===== src/design/abkf_pkg.sv =====
// Shared types and constants for the angle and bias Kalman filter.
`timescale 1ns / 1ps
package abkf_pkg;

    localparam int DATA_W  = 32;
    localparam int NOISE_W = 24;
    localparam int DT_W    = 20;
    localparam int IDX_W   = 2;

    // Configuration register indexes.
    localparam logic [IDX_W-1:0] REG_ANGLE_NOISE   = 2'd0;
    localparam logic [IDX_W-1:0] REG_BIAS_NOISE    = 2'd1;
    localparam logic [IDX_W-1:0] REG_MEASURE_NOISE = 2'd2;

    localparam logic [NOISE_W-1:0] ANGLE_NOISE_RST   = 24'd1049;
    localparam logic [NOISE_W-1:0] BIAS_NOISE_RST    = 24'd3146;
    localparam logic [NOISE_W-1:0] MEASURE_NOISE_RST = 24'd31457;

    // Operations of the shared arithmetic unit.
    typedef enum logic [1:0] {
        OP_ADD,
        OP_SUB,
        OP_MUL
    } alu_op_t;

    // Sequencer states.
    typedef enum logic [2:0] {
        ST_IDLE,
        ST_ALU,
        ST_DIV,
        ST_DONE
    } seq_state_t;

    // Saturate a 64-bit signed value to 32 bits.
    function automatic logic signed [DATA_W-1:0] sat32(input logic signed [63:0] v);
        logic signed [DATA_W-1:0] r;
        begin
            if (v > 64'sh7FFFFFFF)
            begin
                r = 32'sh7FFFFFFF;
            end
            else if (v < -64'sh80000000)
            begin
                r = 32'sh80000000;
            end
            else
            begin
                r = v[DATA_W-1:0];
            end
            return r;
        end
    endfunction

endpackage


===== src/design/abkf_alu.sv =====
// Shared saturating add, subtract and rounding fixed-point multiply unit.
`timescale 1ns / 1ps
module abkf_alu #(
    parameter int FRAC_BITS = 20
) (
    input  logic                             clk,
    input  abkf_pkg::alu_op_t                op,
    input  logic signed [abkf_pkg::DATA_W-1:0] a,
    input  logic signed [abkf_pkg::DATA_W-1:0] b,
    output logic signed [abkf_pkg::DATA_W-1:0] res
);
    import abkf_pkg::*;

    logic signed [63:0]       prod;
    logic signed [63:0]       rnd;
    logic signed [DATA_W-1:0] res_next;
    logic signed [DATA_W-1:0] res_reg;

    // One operation per cycle, result registered.
    always_comb
    begin
        prod = 64'(a) * 64'(b);
        rnd  = (prod + (64'sd1 <<< (FRAC_BITS - 1))) >>> FRAC_BITS;
        case (op)
            OP_ADD:  res_next = sat32(64'(a) + 64'(b));
            OP_SUB:  res_next = sat32(64'(a) - 64'(b));
            OP_MUL:  res_next = sat32(rnd);
            default: res_next = '0;
        endcase
    end

    always_ff @(posedge clk)
    begin
        res_reg <= res_next;
    end

    assign res = res_reg;

endmodule


===== config.mk =====
export PLATFORM = sky130hd
export DESIGN_NAME = abkf_alu
export DESIGN_NICKNAME = d
export VERILOG_FILES = /design/src/design/abkf_pkg.sv /design/src/design/abkf_alu.sv
export SDC_FILE = /design/constraint.sdc
export NUM_CORES = 2
export LEC_CHECK = 0
export ABC_CLOCK_PERIOD_IN_PS = 17700
export BUFFER_PORTS_ARGS = -buffer_cell sky130_fd_sc_hd__buf_2
export CORE_ASPECT_RATIO = 0.8
export CORE_MARGIN = 5
export CORE_UTILIZATION = 30
export CTS_BUF_LIST = sky130_fd_sc_hd__clkbuf_8
export DETAILED_ROUTE_END_ITERATION = 7
export HOLD_SLACK_MARGIN = 0.06
export SLEW_MARGIN = 20
export SYNTH_ARGS = -nofsm -noshare
export SYNTH_HDL_FRONTEND = slang
export SYNTH_SLANG_ARGS = --single-unit

===== constraint.sdc =====
create_clock -name clk -period 17.7 [get_ports clk]
set_input_delay 0 -clock clk [delete_from_list [all_inputs] [get_ports clk]]
set_output_delay 0 -clock clk [all_outputs]
set_load 0.02 [all_outputs]

==> flow_metrics.py <==
metrics = {
    "floorplanning": {
        "ioPinCount": 99,
        "start_util_pct": 30.18,
        "dieHeight_um": 341.0,
        "die_area_um2": 144500,
        "dieWidth_um": 423.7,
        "rows": 121,
        "core_um2": 136100,
    },
    "clock_tree": {
        "htreeDepth": 2,
        "post_cts_resized": 0,
        "cts_max_path_buffers": 2,
        "cts_tree": "built",
        "cts_hold_buf": 0,
        "clkSlewWorstSetupHoldPaths_ps": 80,
        "root_buffer": "clkbuf_8",
        "cts_buffers": 5,
        "clkSinkCount": 32,
        "post_cts_buffers": 0,
    },
    "sta": {
        "slew_headroom_pct": 23.33,
        "hold_ws_ps": 198.3,
        "report.final.slew_viol_count": 0,
        "fin_crit_sh_pct": 58.24,
        "finalSetupTns_ps": 0,
        "tightest_slew_ps": 1121,
        "fin_crit_ps": 10310,
        "rsz0062_at_grt": "no",
        "finalHoldViolCount": 0,
        "fmaxAchievable_ghz": 0.09700,
        "finalSetupViolCount": 0,
    },
    "status": {
        "status": "completed",
    },
    "yosys": {
        "syn-num-nets": 6014,
        "synth-main-ff-cell": "dfxtp_1",
        "ys_top_cells_by_area": "fa_1 53%, inv_1 9.5%, ha_1 7.4%",
        "synth.most_common_cell": "fa_1",
        "synth-edff-count": 0,
        "yosysWarnings": 0,
        "yosysTopAreaCellShare_pct": 52.83,
        "yosys.area.top_type": "fa_1",
        "ys_ff_latch": 32,
        "netlist-cell-type-count": 86,
        "yosys-top-cells-count": "1084 x fa_1, 1035 x inv_1, 569 x nand2_1",
        "syn_area_um2": 41080,
        "avgSynthCellArea_um2": 8.893,
        "syn_inst": 4619,
        "seq_area_frac_synth_pct": 1.560,
        "synthArstFlopShare_pct": 0,
    },
    "place": {
        "post-place-cells": 6277,
        "place_congestion": 0.9855,
        "dpl.hpwl_um": 114400,
        "placed_cell_area_um2": 43060,
        "io_buffers": 98,
    },
    "layout": {
        "design_area_um2": 43170,
        "seqCellArea_um2": 640.6,
        "area_growth_pct": 5.099,
        "n_fill_cell": 14250,
        "multi_input_area_um2": 35590,
        "drive_above_1_share_pct": 3.687,
        "nNetsFinal": 5896,
        "fin_cells": 6286,
        "largest_reg_flops": 32,
    },
    "routing": {
        "drtIter0Drc": 2733,
        "wl_per_cell_um": 21.84,
        "drc_errors": 0,
        "ant_nets": 0,
        "num_vias": 31670,
        "wl_um": 137300,
        "dr.pass1.iters": 8,
        "via_per_inst": 5.038,
    },
    "worst_setup_path": {
        "end_kind": "flop",
        "required_ps": 17830,
        "worstPathMaxFanout": 31,
        "cpLargestDelayFamily": "adder cells",
        "critPathMostFrequentCell": "fa_1",
        "cp-start-kind": "input pin",
        "cp_slowest_cell": "fa_1",
        "cp_data_arrival_time_ps": 10440,
        "crit_path_max_incr_delay_ps": 1080,
        "crit_type": "in2reg",
        "crit_buf_inv": 6,
    },
    "grt": {
        "grt-ovfl-total": 0,
        "antenna_found_initial": 11,
        "grt_pass1_vias": 34140,
        "track_usage_pct": 19.23,
        "grt_pass1_wl_um": 213400,
        "grt_max_degree": 36,
    },
    "run": {
        "maxCapViolCount": 0,
    },
    "worst_hold_path": {
        "hp-class": "in2reg",
    },
}
-- kinds of logic (layout without fill, tap and decap cells) --
family | Yosys count | after routing | share of synthesized area (%)
XOR/XNOR | 63 | 63 | 1.343
AND/OR/NAND/NOR | 1391 | 1391 | 16.73
buffers and inverters | 1288 | 1171 | 11.86
multiplexers | 2 | 2 | 0.04874
AO/OA/AOI/OAI | 515 | 515 | 8.194
flip-flops | 32 | 32 | 1.559
adder cells (fa/ha/maj) | 1328 | 1328 | 60.26
other | 0 | 1 | 0
-- tightest hold or removal path, cell delays in order --
cell and delay, ps:
buf_2 180, o21ai_0 170, a31oi_1 90
-- worst paths after layout --
kind | end | slack [ps] | start | cells after the start
setup / recovery | res[7] | 7390 | b[3] | 27
hold / removal | res[30] | 200 | op[1] | 3
-- placed cells by master (no fill, tap or decap), drive strengths merged, types with 11 or more instances in the layout --
| master | instances |
|---|---|
| o211ai | 36 |
| o21ai | 124 |
| o22ai | 12 |
| nand2b | 18 |
| a21oi | 151 |
| inv | 1035 |
| xor2 | 26 |
| fa | 1084 |
| a21o | 24 |
| and2 | 480 |
| o21a | 15 |
| o21bai | 14 |
| nor2 | 173 |
| nor4 | 12 |
| buf | 127 |
| nand2 | 570 |
| dfxtp | 32 |
| nand4 | 31 |
| xnor2 | 37 |
| nand3 | 31 |
| nor2b | 11 |
| nor3 | 22 |
| ha | 244 |
| o221ai | 11 |
-- layer usage --
metal | part of all wire [%] | up-vias | routed length, um | global-route usage, %
li1 | - | 13570 | - | -
met1 | 45 | 16710 | 61160 | 28.14
met2 | 44 | 1279 | 60660 | 29.75
met3 | 9.9 | 115 | 13540 | 4.556
met4 | 1.4 | 0 | 1895 | 2.435
met5 | 0 | - | 0 | 0
-- layout make-up --
cell class | count | area share, %
well taps | 1783 | 5.167
clock inverters | 3 | 0.09854
diodes | 1 | 0.005796
inverters | 1036 | 9.007
flip-flops and latches | 32 | 1.484
repair buffers | 127 | 1.640
multi-input cells | 3299 | 82.44
clock buffers | 5 | 0.1594
-- per-stage QoR --
stage	setup WS (ps)	utilization [%]
5_1_grt	6709	31.72
3_5_place_dp	7156	31.64
4_1_cts	7454	31.72
2_1_floorplan	8694	-
6_report	7391	31.72
3_3_place_gp	7319	31.64
Power is not shown: default switching activity piles up to over one toggle a cycle in this logic, so the estimate is an artifact.
