--- src/design/abkf_pkg.sv ---
// Shared types and constants for the angle and bias Kalman filter.
`timescale 1ns / 1ps
package abkf_pkg;

    localparam int DATA_W  = 32;
    localparam int NOISE_W = 24;
    localparam int DT_W    = 20;
    localparam int IDX_W   = 2;

    // Configuration register indexes.
    localparam logic [IDX_W-1:0] REG_ANGLE_NOISE   = 2'd0;
    localparam logic [IDX_W-1:0] REG_BIAS_NOISE    = 2'd1;
    localparam logic [IDX_W-1:0] REG_MEASURE_NOISE = 2'd2;

    localparam logic [NOISE_W-1:0] ANGLE_NOISE_RST   = 24'd1049;
    localparam logic [NOISE_W-1:0] BIAS_NOISE_RST    = 24'd3146;
    localparam logic [NOISE_W-1:0] MEASURE_NOISE_RST = 24'd31457;

    // Operations of the shared arithmetic unit.
    typedef enum logic [1:0] {
        OP_ADD,
        OP_SUB,
        OP_MUL
    } alu_op_t;

    // Sequencer states.
    typedef enum logic [2:0] {
        ST_IDLE,
        ST_ALU,
        ST_DIV,
        ST_DONE
    } seq_state_t;

    // Saturate a 64-bit signed value to 32 bits.
    function automatic logic signed [DATA_W-1:0] sat32(input logic signed [63:0] v);
        logic signed [DATA_W-1:0] r;
        begin
            if (v > 64'sh7FFFFFFF)
            begin
                r = 32'sh7FFFFFFF;
            end
            else if (v < -64'sh80000000)
            begin
                r = 32'sh80000000;
            end
            else
            begin
                r = v[DATA_W-1:0];
            end
            return r;
        end
    endfunction

endpackage

--- src/design/abkf_div.sv ---
// Restoring divider for the gains: (num * 2^FRAC_BITS) / den, saturated.
`timescale 1ns / 1ps
module abkf_div #(
    parameter int FRAC_BITS = 20
) (
    input  logic                               clk,
    input  logic                               rst_n,
    input  logic                               start,
    input  logic signed [abkf_pkg::DATA_W-1:0] num,
    input  logic [abkf_pkg::DATA_W:0]          den,
    output logic                               busy,
    output logic signed [abkf_pkg::DATA_W-1:0] quo
);
    import abkf_pkg::*;

    localparam int NW  = DATA_W + FRAC_BITS;
    localparam int CNT_W = $clog2(NW + 1);

    logic [NW-1:0]      dvd_reg, dvd_next;
    logic [DATA_W+1:0]  rem_reg, rem_next;
    logic [DATA_W:0]    den_reg, den_next;
    logic               neg_reg, neg_next;
    logic [CNT_W-1:0]   cnt_reg, cnt_next;
    logic               busy_reg, busy_next;
    logic [DATA_W+1:0]  trial;
    logic [DATA_W+1:0]  diff;
    logic [NW:0]        mag;
    logic signed [63:0] sq;

    // One quotient bit per cycle on the magnitude.
    always_comb
    begin
        dvd_next  = dvd_reg;
        rem_next  = rem_reg;
        den_next  = den_reg;
        neg_next  = neg_reg;
        cnt_next  = cnt_reg;
        busy_next = busy_reg;
        trial = {rem_reg[DATA_W:0], dvd_reg[NW-1]};
        diff  = trial - {1'b0, den_reg};
        if (start)
        begin
            neg_next  = num[DATA_W-1];
            dvd_next  = {(num[DATA_W-1] ? DATA_W'(-num) : DATA_W'(num)), FRAC_BITS'(0)};
            rem_next  = '0;
            den_next  = den;
            cnt_next  = CNT_W'(NW);
            busy_next = 1'b1;
        end
        else if (busy_reg)
        begin
            if (!diff[DATA_W+1])
            begin
                rem_next = diff;
            end
            else
            begin
                rem_next = trial;
            end
            dvd_next = {dvd_reg[NW-2:0], ~diff[DATA_W+1]};
            cnt_next = cnt_reg - 1'b1;
            if (cnt_reg == CNT_W'(1))
            begin
                busy_next = 1'b0;
            end
        end
    end

    always_ff @(posedge clk or negedge rst_n)
    begin
        if (!rst_n)
        begin
            busy_reg <= 1'b0;
            cnt_reg  <= '0;
        end
        else
        begin
            busy_reg <= busy_next;
            cnt_reg  <= cnt_next;
        end
    end

    always_ff @(posedge clk)
    begin
        dvd_reg <= dvd_next;
        rem_reg <= rem_next;
        den_reg <= den_next;
        neg_reg <= neg_next;
    end

    // Sign and saturate the quotient magnitude.
    always_comb
    begin
        mag = {1'b0, dvd_reg};
        sq  = neg_reg ? -64'(mag) : 64'(mag);
        quo = sat32(sq);
    end

    assign busy = busy_reg;

endmodule

--- config.mk ---
export PLATFORM = sky130hd
export DESIGN_NAME = abkf_div
export DESIGN_NICKNAME = d
export VERILOG_FILES = /design/src/design/abkf_pkg.sv /design/src/design/abkf_div.sv
export SDC_FILE = /design/constraint.sdc
export NUM_CORES = 1
export LEC_CHECK = 0
export ABC_AREA = 1
export BUFFER_PORTS_ARGS = -buffer_cell sky130_fd_sc_hd__buf_4
export CORE_ASPECT_RATIO = 0.75
export CORE_MARGIN = 2
export CORE_UTILIZATION = 61
export DETAILED_ROUTE_END_ITERATION = 16
export PLACE_DENSITY = 0.82
export SYNTH_ARGS = -nofsm -noshare
export SYNTH_HDL_FRONTEND = slang
export SYNTH_SLANG_ARGS = --single-unit
--- constraint.sdc ---
create_clock -name clk -period 3.2 [get_ports clk]
set_input_delay 0.8 -clock clk [delete_from_list [all_inputs] [get_ports clk]]
set_output_delay 0.8 -clock clk [all_outputs]
set_load 0.005 [all_outputs]
==> metrics.md <==
| Metric | Value |
|---|---|
| Result of the run | `finished, violations left` |
| Violations in the final reports | `negative setup slack` |
| Clock latency of the later-clocked register in the worst-skew pair | `430 ps` |
| Max rail drop VDD | `0.441 mV` |
| Slew @ Worst Pin | `773 ps` |
| Share of the cycle needed by the critical path after routing | `118%` |
| Buffers from clock root to sink, at most | `2` |
| Area delta synth->final | `26.5%` |
| Highest cell delay on the worst timing path | `420 ps` |
| Hold WC Path Type | `in2async` |
| Async S/R FF share, synth | `5.56%` |
| IO Pins | `101` |
| Total wire length after detailed routing | `31800 um` |
| CTS tree | `built` |
| Vias per cell | `5.73` |
| Wire length per cell after detailed routing | `16.9 um` |
| I/O Buffers | `100` |
| Buffers & Inverters on Critical Path | `3` |
| Final worst setup slack | `-583 ps` |
| Number of hold violations in the final report | `0` |
| Die width | `151 um` |
| Leading cell type in the layout, fill and taps excluded | `sky130_fd_sc_hd__nand2_1` |
| Standard cell with the maximum stage delay on the critical path | `sky130_fd_sc_hd__edfxtp_1` |
| Critical Path Source Type | `flop` |
| First-pass DRT Iterations | `7` |
| Pins Over Slew Limit | `0` |
| Sequential fraction of the synthesis area | `32.4%` |
| Tightest slew margin relative to the limit | `48.1%` |
| Synth Net Count | `1570` |
| Kind of cell with the highest combined delay on the critical path | `simple AND/OR/NAND/NOR gates` |
| Die Footprint | `0.0173 mm2` |
| Maximum frequency from static timing analysis | `264 MHz` |
| DRC violation total after the first TritonRoute iteration | `1379` |
| Critical path's most frequent cell | `sky130_fd_sc_hd__nand2_1` |
| Initial standard-cell utilization of the core | `62.1%` |
| Critical Path, Cell by Cell | `nor2_2 > nand2_1 > buf_4 > nor2_2 > nand2_2 > o21ai_4 > nand3_1 > nand2_2 > nand2_1 > inv_1 > nand2_1 > nor2_2 > nand3_4 > nand2_8 > nand2_2 > nand2_1 > buf_4` |
| Count of vias placed by the detailed router | `10800` |
| Worst Path Class, Setup | `reg2out` |
| Core outline area | `0.0160 mm2` |
| Total met2 wirelength after detailed routing | `12800 um` |
| Number of rows created at floorplan | `40` |
| Final design instance area without fill | `0.0126 mm2` |
| Synthesized area per cell | `6.78 um2` |
| Largest net degree at the start of global routing | `69` |
| Clock buffers created by TritonCTS | `17` |
| Final worst path period need | `3780 ps` |
| Antenna violations before repair | `0` |
| Largest cells by area after synthesis | `sky130_fd_sc_hd__edfxtp_1, sky130_fd_sc_hd__nand2_1, sky130_fd_sc_hd__dfxtp_1` |
| Cell chosen for the clock root | `sky130_fd_sc_hd__clkbuf_16` |
| Data arrival time at the worst-slack endpoint | `2980 ps` |
| Met1 wire length | `14500 um` |
| First-pass GRT wire length | `47900 um` |
| Fraction of layout instances using a drive strength above 1 | `23.9%` |
| Topmost layer with routed signal wires | `met4` |
| Total global routing overflow | `0` |
| Area after detailed placement | `0.0113 mm2` |
| Post-synthesis register bit count | `126` |
| Cells after synthesis | `1464` |
| Floorplan die height | `114 um` |
| Most frequently used flop master after synthesis | `sky130_fd_sc_hd__edfxtp_1` |
| Summed instance area of the synthesized netlist | `0.00992 mm2` |
| Setup repair after global routing missed its margin | `yes` |
| GRT Resource Usage Total | `35.4%` |
| Antenna-violating nets left | `0` |
| Final clock skew | `7.09 ps` |
| Final Total Pwr | `7.80 mW` |
| CP Max Fanout | `8` |
| Number of antenna cells inserted | `0` |
| Worst endpoint required time | `2400 ps` |
| MaxCap Viol Count | `0` |
| H-tree levels | `4` |
| YS warnings | `0` |
| P per Cell Area | `621 mW/mm2` |
| Final layout net count | `1760` |
| Clock transition at the registers of the reported paths | `60 ps` |
| GPL Wtd Cong | `1.01` |
| Number of synthesized flops with an enable pin | `66` |
| Most frequent cells in the layout | `sky130_fd_sc_hd__nand2_1, sky130_fd_sc_hd__buf_4, sky130_fd_sc_hd__inv_1` |
| Count of different cell masters after synthesis | `50` |
| Top-area cell type share of the netlist area | `20.0%` |
| Final-report setup violation count | `31` |
| # DRC | `0` |
| Leak | `5.97 nW` |
| Filler cells | `1119` |
| Wire length on met3 | `4000 um` |
| Critical path endpoint category | `output port` |
| Flip-flop count of the largest register after layout | `52` |
| Clock sink count | `126` |
| Post-DP HPWL | `22300 um` |
| Largest area contributor in the netlist | `sky130_fd_sc_hd__edfxtp_1` |
| Vias in the first global route | `9346` |
-- layer usage --
layer / vias up / global-route usage [%]
met5: - / 0
met2: 644 / 48.7
met3: 51 / 8.49
li1: 5185 / -
met4: 0 / 6.79
met1: 4870 / 56.0
-- final cells by class --
| class | count | area [um2] | area share [%] |
|---|---|---|---|
| tap | 210 | 263 | 2.09 |
| sequential | 126 | 3220 | 25.7 |
| clock inverter | 14 | 146 | 1.17 |
| multi-input combinational | 1112 | 6130 | 48.9 |
| clock buffer | 18 | 450 | 3.59 |
| timing repair buffer | 206 | 1610 | 12.9 |
| inverter | 191 | 724 | 5.77 |
-- worst paths after layout --
path	cells after the start	endpoint	slack, ps	from
max	17	quo[30]	-580	dvd_reg[20]
min	1	cnt_reg[3]	170	rst_n
max reg2reg	12	rem_reg[31]	210	den_reg[2]
min reg2reg	2	rem_reg[22]	470	rem_reg[22]
max in group asynchronous	1	cnt_reg[0]	2900	rst_n
min in group clk	2	rem_reg[22]	470	rem_reg[22]
-- what timing repair did --
action	4_1_cts	5_1_grt
endpoints found under the setup margin	31	31
pin swaps	15	28
resized for setup	45	69
hold buffers	0	0
buffers inserted	11	12
gates cloned	3	2
-- Yosys cell counts (4+ instances only) --
cell type	number
sky130_fd_sc_hd__nand3_1	89
sky130_fd_sc_hd__a21o_1	4
sky130_fd_sc_hd__or2_2	6
sky130_fd_sc_hd__o22ai_1	42
sky130_fd_sc_hd__dfxtp_1	53
sky130_fd_sc_hd__inv_2	5
sky130_fd_sc_hd__xnor2_1	18
sky130_fd_sc_hd__nand2_2	16
sky130_fd_sc_hd__o21ai_0	99
sky130_fd_sc_hd__nand2_4	5
sky130_fd_sc_hd__dfrtp_1	7
sky130_fd_sc_hd__ha_1	37
sky130_fd_sc_hd__a31oi_1	4
sky130_fd_sc_hd__nand2_1	407
sky130_fd_sc_hd__buf_4	4
sky130_fd_sc_hd__edfxtp_1	66
sky130_fd_sc_hd__nor2_2	13
sky130_fd_sc_hd__o21ai_1	6
sky130_fd_sc_hd__nor2_1	161
sky130_fd_sc_hd__buf_8	6
sky130_fd_sc_hd__nor3_1	33
sky130_fd_sc_hd__inv_1	183
sky130_fd_sc_hd__nor2_4	11
sky130_fd_sc_hd__a21oi_1	62
sky130_fd_sc_hd__o21bai_1	5
sky130_fd_sc_hd__xor2_1	41
sky130_fd_sc_hd__nand4_1	13
sky130_fd_sc_hd__nand3_2	4
sky130_fd_sc_hd__clkbuf_1	23
-- power by group --
part	switching, mW	internal [mW]	leakage, nW	total, mW
clock	0.834	1.14	0.293	1.98
sequential	0.178	1.95	1.19	2.13
combinational	2.25	1.44	4.48	3.69
total	3.26	4.54	5.97	7.80
-- worst register-to-register path: stages, from the launching register on --
cell                       delay [ps]
sky130_fd_sc_hd__edfxtp_1         360
sky130_fd_sc_hd__inv_1             70
sky130_fd_sc_hd__ha_1             370
sky130_fd_sc_hd__nand2_1           90
sky130_fd_sc_hd__o21ai_0          370
sky130_fd_sc_hd__a21oi_1          230
sky130_fd_sc_hd__o21ai_0          600
sky130_fd_sc_hd__nand2_1          140
sky130_fd_sc_hd__nand3_1          140
sky130_fd_sc_hd__xor2_1           210
sky130_fd_sc_hd__o21ai_0          140
sky130_fd_sc_hd__nand2_1          100
sky130_fd_sc_hd__nand2_1           60
-- metrics by stage --
stage,setup TNS (ps),std cells,setup slack [ps],hold WS [ps],utilization [%]
2_1_floorplan,0,1464,383,449,-
3_3_place_gp,-2160,1817,-74.6,461,71.1
3_5_place_dp,-3730,1817,-156,460,71.1
4_1_cts,-14080,1863,-475,168,76.4
5_1_grt,-21160,1877,-715,171,78.6
6_report,-17080,1877,-583,171,78.6
-- logic make-up after synthesis --
family / count (synthesis) / synth area share [%]
AO/OA/AOI/OAI: 237 / 13.2
XOR/XNOR: 59 / 5.21
adder cells (fa/ha/maj): 38 / 4.87
buffers and inverters: 231 / 9.85
flip-flops: 126 / 32.4
AND/OR/NAND/NOR: 773 / 34.4
Power figures use the tool's default switching activity.
